`config.mk`:
```
export PLATFORM = sky130hd
export DESIGN_NAME = ram_bank_window_decoder_core
export DESIGN_NICKNAME = d
export VERILOG_FILES = /design/src/hw/rtl/rbwd_pkg.sv /design/src/hw/rtl/rbwd_decode.sv /design/src/hw/rtl/ram_bank_window_decoder_core.sv
export SDC_FILE = /design/constraint.sdc
export NUM_CORES = 1
export LEC_CHECK = 0
export BUFFER_PORTS_ARGS = -buffer_cell sky130_fd_sc_hd__buf_2
export CAP_MARGIN = 20
export CORE_MARGIN = 2
export CORE_UTILIZATION = 40
export DETAILED_ROUTE_END_ITERATION = 12
export GPL_ROUTABILITY_DRIVEN = 0
export SETUP_SLACK_MARGIN = 0.02
export SLEW_MARGIN = 25
export SYNTH_ARGS = -nofsm -noshare
export SYNTH_HDL_FRONTEND = slang
export SYNTH_SLANG_ARGS = --single-unit
```
`constraint.sdc`:
```
create_clock -name clk_i -period 6.76 [get_ports clk_i]
set_clock_uncertainty 0.2 [all_clocks]
set_input_delay 0.676 -clock clk_i [delete_from_list [all_inputs] [get_ports clk_i]]
set_output_delay 0.676 -clock clk_i [all_outputs]
set_load 0.02 [all_outputs]
```
`src/hw/rtl/rbwd_pkg.sv`:
```
`timescale 1ns / 1ps

package rbwd_pkg;

  localparam int unsigned AddrWidth  = 32;
  localparam int unsigned IndexWidth = 27;
  localparam int unsigned MibShift   = 20;
  localparam int unsigned SizeWidth  = 8;
  localparam int unsigned SelWidth   = 2;
  localparam int unsigned BankWidth  = 7;   // bank sizes in MiB, at most 64
  localparam int unsigned LocWidth   = 6;   // bank B location in MiB, at most 32

  localparam logic [SizeWidth-1:0] MaxRamMib  = 8'd128;
  localparam logic [SizeWidth-1:0] SizeReset  = 8'd8;
  localparam logic [SelWidth-1:0]  SelReset   = 2'd0;
  localparam logic [BankWidth-1:0] BankAMaxMib = 7'd64;

  // apb register map, word index
  localparam logic RegRamSize = 1'b0;
  localparam logic RegBankSel = 1'b1;

  localparam logic [LocWidth-1:0] BankBLocMib [4] = '{6'd1, 6'd2, 6'd8, 6'd32};

  typedef struct packed {
    logic [SizeWidth-1:0] mib;
    logic [BankWidth-1:0] a_mib;
    logic [BankWidth-1:0] b_mib;
    logic                 no_mirror;
    logic                 mirror_b;
    logic [LocWidth-1:0]  loc_mib;
  } layout_t;

  function automatic layout_t rbwd_layout(logic [SizeWidth-1:0] size_raw,
                                          logic [SelWidth-1:0]  sel);
    layout_t              lay;
    logic [SizeWidth-1:0] mib;
    logic [SizeWidth-1:0] a_full;
    mib = size_raw;
    if (mib == '0) begin
      mib = 8'd1;
    end
    if (mib > MaxRamMib) begin
      mib = MaxRamMib;
    end
    a_full = (mib < {1'b0, BankAMaxMib}) ? mib : {1'b0, BankAMaxMib};
    lay.mib       = mib;
    lay.a_mib     = a_full[BankWidth-1:0];
    lay.b_mib     = BankWidth'(mib - a_full);
    lay.no_mirror = 1'b0;
    lay.mirror_b  = 1'b0;
    lay.loc_mib   = BankBLocMib[sel];
    case (mib)
      8'd1, 8'd16: lay.no_mirror = 1'b1;
      8'd2: begin
        lay.a_mib = 7'd1;  lay.b_mib = 7'd1;
      end
      8'd4: begin
        lay.no_mirror = 1'b1; lay.a_mib = 7'd4; lay.b_mib = 7'd0;
      end
      8'd5: begin
        lay.a_mib = 7'd4;  lay.b_mib = 7'd1;  lay.mirror_b = 1'b1;
      end
      8'd8: begin
        lay.a_mib = 7'd4;  lay.b_mib = 7'd4;
      end
      8'd17: begin
        lay.a_mib = 7'd16; lay.b_mib = 7'd1;  lay.mirror_b = 1'b1;
      end
      8'd20: begin
        lay.a_mib = 7'd16; lay.b_mib = 7'd4;  lay.mirror_b = 1'b1;
      end
      8'd65: begin
        lay.a_mib = 7'd64; lay.b_mib = 7'd1;  lay.mirror_b = 1'b1;
      end
      8'd68: begin
        lay.a_mib = 7'd64; lay.b_mib = 7'd4;  lay.mirror_b = 1'b1;
      end
      8'd80: begin
        lay.a_mib = 7'd64; lay.b_mib = 7'd16; lay.mirror_b = 1'b1;
      end
      8'd128: begin
        lay.a_mib = 7'd64; lay.b_mib = 7'd64;
      end
      default: ;
    endcase
    return lay;
  endfunction

endpackage

```
`src/hw/rtl/rbwd_decode.sv`:
```
`timescale 1ns / 1ps

module rbwd_decode import rbwd_pkg::*; (
  input  logic [AddrWidth-1:0]  addr_i,
  input  layout_t               lay_i,
  output logic                  hit_o,
  output logic [IndexWidth-1:0] index_o
);

  localparam int unsigned MibWidth = AddrWidth - MibShift;
  localparam int unsigned IdxMibW  = IndexWidth - MibShift;

  logic [MibWidth-1:0]  addr_mib;
  logic [IdxMibW-1:0]   addr_mib_lo;
  logic [SizeWidth:0]   mirror_lim;
  logic [SizeWidth:0]   reloc_floor;
  logic [SizeWidth:0]   reloc_end;
  logic [BankWidth-1:0] span;
  logic [IdxMibW-1:0]   mirror_base;
  logic [IdxMibW-1:0]   mirror_mib;
  logic [IdxMibW-1:0]   reloc_mib;
  logic                 probe_mode;
  logic                 direct_hit;
  logic                 mirror_hit;
  logic                 reloc_hit;

  assign addr_mib    = addr_i[AddrWidth-1:MibShift];
  assign addr_mib_lo = addr_i[IndexWidth-1:MibShift];

  assign span        = lay_i.mirror_b ? lay_i.b_mib : lay_i.a_mib;
  assign mirror_lim  = {1'b0, lay_i.mib} + (SizeWidth+1)'(span);
  assign reloc_floor = {1'b0, lay_i.mib} + (SizeWidth+1)'(lay_i.a_mib);
  assign reloc_end   = (SizeWidth+1)'(lay_i.loc_mib) + (SizeWidth+1)'(lay_i.b_mib);

  assign probe_mode = !lay_i.no_mirror && (SizeWidth'(lay_i.loc_mib) > lay_i.mib);
  assign direct_hit = addr_mib < MibWidth'(lay_i.mib);
  assign mirror_hit = !lay_i.no_mirror && (addr_mib < MibWidth'(mirror_lim));
  assign reloc_hit  = (lay_i.b_mib != '0)
                   && ((SizeWidth+1)'(lay_i.loc_mib) >= reloc_floor)
                   && (addr_mib >= MibWidth'(lay_i.loc_mib))
                   && (addr_mib < MibWidth'(reloc_end));

  // index arithmetic wraps at the storage size, so only the low MiB bits matter
  assign mirror_base = lay_i.mirror_b ? IdxMibW'(lay_i.a_mib) : '0;
  assign mirror_mib  = mirror_base + addr_mib_lo - lay_i.mib[IdxMibW-1:0];
  assign reloc_mib   = IdxMibW'(lay_i.a_mib) + addr_mib_lo - IdxMibW'(lay_i.loc_mib);

  always_comb begin
    hit_o   = 1'b0;
    index_o = '0;
    if (probe_mode) begin
      if (addr_mib == '0) begin
        hit_o   = 1'b1;
        index_o = addr_i[IndexWidth-1:0];
      end
    end else if (direct_hit) begin
      hit_o   = 1'b1;
      index_o = addr_i[IndexWidth-1:0];
    end else if (mirror_hit) begin
      hit_o   = 1'b1;
      index_o = {mirror_mib, addr_i[MibShift-1:0]};
    end else if (reloc_hit) begin
      hit_o   = 1'b1;
      index_o = {reloc_mib, addr_i[MibShift-1:0]};
    end
  end

endmodule

```
`src/hw/rtl/ram_bank_window_decoder_core.sv`:
```
`timescale 1ns / 1ps
// an item moves from the address register to the result register, which drives done_o
// throughput: one item per cycle, busy never rises
// results are shown for one cycle only; the receiver cannot stall
// reset: ram size 8 MiB, bank B window select 0, pipeline emptied
// the size table lookup and the window compares sit in one stage after the address register

module ram_bank_window_decoder_core import rbwd_pkg::*; (
  input  logic                  clk_i,
  input  logic                  rst_ni,
  // item in
  input  logic                  start,
  output logic                  busy,
  input  logic [AddrWidth-1:0]  phys_address_i,
  // item out
  output logic                  done_o,
  output logic                  ram_hit_o,
  output logic [IndexWidth-1:0] ram_byte_index_o,
  // apb configuration port
  input  logic                  psel,
  input  logic                  penable,
  input  logic                  pwrite,
  input  logic [2:0]            paddr,
  input  logic [31:0]           pwdata,
  output logic [31:0]           prdata,
  output logic                  pready
);

  logic                  reg_idx;
  logic                  cfg_wr;
  logic [SizeWidth-1:0]  ram_size_q;
  logic [SelWidth-1:0]   win_sel_q;
  layout_t               layout;

  logic                  accept;
  logic                  in_valid_q;
  logic [AddrWidth-1:0]  addr_q;

  logic                  hit_d;
  logic [IndexWidth-1:0] index_d;
  logic                  done_q;
  logic                  hit_q;
  logic [IndexWidth-1:0] index_q;

  // ---------------------------------------------------------------------------
  // configuration registers, word addressed
  // ---------------------------------------------------------------------------
  assign reg_idx = paddr[2];
  assign pready  = 1'b1;
  assign cfg_wr  = psel && penable && pwrite;

  always_ff @(posedge clk_i or negedge rst_ni) begin
    if (!rst_ni) begin
      ram_size_q <= SizeReset;
      win_sel_q  <= SelReset;
    end else if (cfg_wr) begin
      unique case (reg_idx)
        RegRamSize: ram_size_q <= pwdata[SizeWidth-1:0];
        RegBankSel: win_sel_q  <= pwdata[SelWidth-1:0];
        default: ;
      endcase
    end
  end

  always_comb begin
    unique case (reg_idx)
      RegRamSize: prdata = {{(32-SizeWidth){1'b0}}, ram_size_q};
      RegBankSel: prdata = {{(32-SelWidth){1'b0}}, win_sel_q};
      default:    prdata = '0;
    endcase
  end

  // bank sizes and mirror flags come straight from the registers; the user must
  // change them only while no item is in flight; the block does not enforce this
  assign layout = rbwd_layout(ram_size_q, win_sel_q);

  // ---------------------------------------------------------------------------
  // stage 1: address register
  // ---------------------------------------------------------------------------
  assign busy   = 1'b0;
  assign accept = start && !busy;

  always_ff @(posedge clk_i or negedge rst_ni) begin
    if (!rst_ni) begin
      in_valid_q <= 1'b0;
    end else begin
      in_valid_q <= accept;
    end
  end

  always_ff @(posedge clk_i) begin
    if (accept) begin
      addr_q <= phys_address_i;
    end
  end

  // ---------------------------------------------------------------------------
  // decode: probe window, direct, mirror, relocated bank B window
  // ---------------------------------------------------------------------------
  rbwd_decode u_decode (
    .addr_i  (addr_q),
    .lay_i   (layout),
    .hit_o   (hit_d),
    .index_o (index_d)
  );

  // ---------------------------------------------------------------------------
  // stage 2: result register, shown for exactly one cycle
  // ---------------------------------------------------------------------------
  always_ff @(posedge clk_i or negedge rst_ni) begin
    if (!rst_ni) begin
      done_q <= 1'b0;
    end else begin
      done_q <= in_valid_q;
    end
  end

  always_ff @(posedge clk_i) begin
    if (in_valid_q) begin
      hit_q   <= hit_d;
      index_q <= index_d;
    end
  end

  assign done_o           = done_q;
  assign ram_hit_o        = hit_q;
  assign ram_byte_index_o = index_q;

  // ---------------------------------------------------------------------------
  // assertions
  // ---------------------------------------------------------------------------
  a_item_flows: assert property (@(posedge clk_i) disable iff (!rst_ni)
    in_valid_q |=> done_o)
    else $error("decoded item did not reach the result stage");

  a_no_orphan: assert property (@(posedge clk_i) disable iff (!rst_ni)
    done_o |-> $past(in_valid_q))
    else $error("result strobe without an item in the address stage");

  a_miss_zero: assert property (@(posedge clk_i) disable iff (!rst_ni)
    (done_o && !ram_hit_o) |-> (ram_byte_index_o == '0))
    else $error("miss carries a nonzero byte index");

  a_direct_identity: assert property (@(posedge clk_i) disable iff (!rst_ni)
    (in_valid_q && !layout.no_mirror && (addr_q[AddrWidth-1:MibShift] == '0))
      |=> (ram_hit_o && (ram_byte_index_o == $past(addr_q[IndexWidth-1:0]))))
    else $error("first MiB did not map one to one");

endmodule

```
==> summary.md <==
| Metric | Value |
|---|---|
| Final HPWL from detailed placement | `10920 um` |
| Number of buffers inserted during clock tree synthesis | `9` |
| Maximum operating frequency | `165.1 MHz` |
| R2r setup slk | `0.70 ns` |
| Initial core utilization | `41.17%` |
| Most area-hungry cell type in the Yosys netlist | `edfxtp_1` |
| Actual slew at the worst max-slew pin | `0.8681 ns` |
| Global Route Usage Sum | `18.31%` |
| Clock transition at the registers of the reported paths | `0.06 ns` |
| Clock tree from TritonCTS | `built` |
| Cells after synthesis | `612` |
| Number of cells on the critical path | `22` |
| Number of register bits inferred by synthesis | `72` |
| Smallest setup slack after layout | `0.7031 ns` |
| Master cell of the clock root buffer | `clkbuf_16` |
| Post-cts resize count | `0` |
| Worst-path maximum fanout | `23` |
| Number of setup violations in the final report | `0` |
| Floorplan Core Area | `14640 um2` |
| Area overhead of the layout relative to synthesis | `13.12%` |
| Horizontal die dimension | `126.8 um` |
| H-tree depth reported by CTS | `3` |
| Cell types occupying the most area after synthesis | `edfxtp_1 (30%), ha_1 (15%), dfrtp_1 (4.6%), fa_1 (4.0%), inv_1 (3.9%)` |
| Crit path time final | `6.057 ns` |
| Most used standard cell by instance count after synthesis | `ha_1` |
| Crit path max-delay family | `compound AO/OA/AOI/OAI gates` |
| Die Outline Area | `16070 um2` |
| Worst max-slew margin expressed relative to the limit | `41.82%` |
| Count of placed standard cells in the final layout, fillers left out | `880` |
| Final antenna diode count | `0` |
| I/O pin total | `136` |
| Pre-antenna DRT Iters | `5` |
| Start point of the critical path | `ram_size_q[2]` |
| Post-synth top area share | `29.89%` |
| Worst r2r path cells | `22` |
| Endpoint of the most critical setup path | `ram_hit_o` |
| FP Rows | `44` |
| P per Cell Area | `304.9 nW/um2` |
| Avg Vias per Cell | `5.307` |
| Type of the tightest min-delay check | `flip-flop to flip-flop` |
| Number of distinct library cells after synthesis | `71` |
| Slowest stage cell, crit path | `dfrtp_1` |
| Final worst hold slack | `0.1790 ns` |
| Max-cap viol count | `0` |
| Top cells by instance count after synthesis | `ha_1 (70), inv_1 (62), edfxtp_1 (60), nand2_1 (42), buf_4 (30)` |
| Number of placed cells counting well taps | `863` |
| Final Max Slew Viols | `0` |
| Class of the most critical setup path | `flip-flop to flip-flop` |
| Outcome | `finished, final reports clean` |
| Endpoint of the most critical register-to-register path | `ram_hit_o` |
| Clock net sink count | `72` |
| ANT nets after route | `0` |
| IO buf count | `83` |
| Setup repair after global routing missed its margin | `false` |
| Share of cells above drive strength 1 | `22.41%` |
| Category of the worst setup path capture point | `flip-flop` |
| Total of warnings raised by yosys | `0` |
| Buffers plus inverters on the worst setup path | `3` |
| Mapped Avg Cell Area | `9.850 um2` |
| Clock tree buffer depth | `2` |
| Peak supply drop | `0.1562 mV` |
| Gr ovfl total | `0` |
| Cell repeated most along the worst path | `a21oi_1` |
| Initial antenna violation count | `0` |
| Worst endpoint required time | `6.63 ns` |
| Delay contributed by the slowest stage of the critical path | `0.84 ns` |
| Wire length reported by the detailed router | `14260 um` |
| Netlist area before placement | `6028 um2` |
| CP Data Arrival Time | `5.93 ns` |
| Largest net degree at the start of global routing | `34` |
| First-pass GRT wire length | `23300 um` |
| Worst-skew pair later-pin latency | `0.34 ns` |
| Leakage power | `3.127 nW` |
| Nets | `846` |
| Vias in the first global route | `4681` |
| Number of enable flip-flop cells after synthesis | `60` |
| DRC | `0` |
| Setup WS pre-CTS | `0.8215 ns` |
| Worst flop-to-flop path startpoint | `ram_size_q[2]` |
| Fraction of synthesis flops using an asynchronous set or reset pin | `16.67%` |
| Die Ht | `126.8 um` |
| Ys flop type | `edfxtp_1` |
| Chain of cells forming the critical path | `nor4b_4 > o41ai_4 > nand2_1 > o32a_1 > inv_1 > nor2_1 > a21oi_1 > ha_1 > nor2b_1 > o21ai_0 > a21oi_1 > o21ai_0 > a21oi_1 > nand2b_1 > ha_1 > o211ai_1 > o31ai_1 > or2_1 > buf_4 > o2111a_2 > buf_4 > nor2b_1` |
| Critical path startpoint category | `flip-flop` |
| Final worst-path cycle share | `89.60%` |
| Register area share after synthesis | `34.89%` |
| WL/cell | `16.20 um` |
| DRC marker count from the first detailed-route iteration | `286` |
| Via count of the routed design | `4670` |
| Number of failing hold endpoints at the final stage | `0` |
| Total Negative Setup Slacks | `0 ns` |
==> kinds of logic (layout without fill, tap and decap cells) <==
group                    after synthesis  after routing  share of synthesized area, %
AND/OR/NAND/NOR                      167            167                         15.67
AO/OA/AOI/OAI                        134            134                         15.01
buffers and inverters                114            168                         9.340
adder cells (fa/ha/maj)               82             82                         18.51
flip-flops                            72             72                         34.89
XOR/XNOR                              28             28                         4.068
multiplexers                          13             13                         2.387
other                                  2             32                        0.1246
==> registers in the layout, indices dropped and copies added (netlist names) <==
register	cells
addr_q	32
done_o	1
in_valid_q	1
ram_byte_index_o	27
ram_hit_o	1
ram_size_q	8
win_sel_q	2
==> through the flow <==
step	cell area, um2	util [%]	total power [mW]
2_1_floorplan	6141	-	1.387
3_3_place_gp	6497	44.37	1.580
3_5_place_dp	6497	44.37	1.606
4_1_cts	6813	46.52	2.092
5_1_grt	6819	46.57	2.257
6_report	6819	46.57	2.079
==> cell type report <==
cell class                 instances  area, um2
fill                            1417       7825
timing repair buffer              89      462.9
clock buffer                       9      225.2
inverter                          63      236.5
tap                              184      230.2
clock inverter                     7      80.08
sequential                        72       2103
multi-input combinational        456       3481
==> timing repair <==
action	in CTS	in global routing
setup endpoints to repair	0	0
hold buffers	1	0
endpoints found under the hold margin	1	0
buffers inserted	0	0
==> report_power, final <==
group	internal (mW)	switching, mW	total, mW
clock	0.288	0.184	0.473
combinational	0.404	0.575	0.979
sequential	0.544	0.0836	0.628
==> per-layer routing <==
layer,global-route usage [%],up-vias,share of wire [%]
met5,0,-,0
met1,23.54,2197,44
met4,7.886,0,2.7
li1,-,2289,-
met3,3.290,31,5.3
met2,30.40,153,48
==> cell usage in the layout, fill, tap and decap left out, types with 4 or more instances in the layout <==
cell	instances
nor2b_1	10
xnor2_1	18
nor2_1	28
a31oi_1	4
o2111ai_1	6
a211oi_1	4
nand2_1	42
o21ai_1	11
edfxtp_1	60
conb_1	32
xor2_1	10
nor4_1	5
o211ai_1	10
mux2_2	11
nand4_1	7
nor2_2	21
a21oi_1	29
buf_2	83
o31ai_1	4
buf_4	5
clkbuf_16	9
o21ai_0	28
nand3_1	10
ha_1	70
o21bai_1	4
inv_1	62
nand2b_1	11
or2_1	5
a21o_1	9
dfrtp_1	11
fa_1	12
==> worst min path at each step <==
stage               startpoint  endpoint  slack, ns  depth (start not counted)
finish              in_valid_q    done_o       0.18                          0
global route        in_valid_q    done_o       0.20                          0
CTS                 in_valid_q    done_o       0.18                          0
detailed placement  in_valid_q    done_o       0.16                          0
global placement    in_valid_q    done_o       0.17                          0
floorplan               rst_ni    done_o       0.18                          0
No activity file was read; power rests on OpenSTA's default activity.
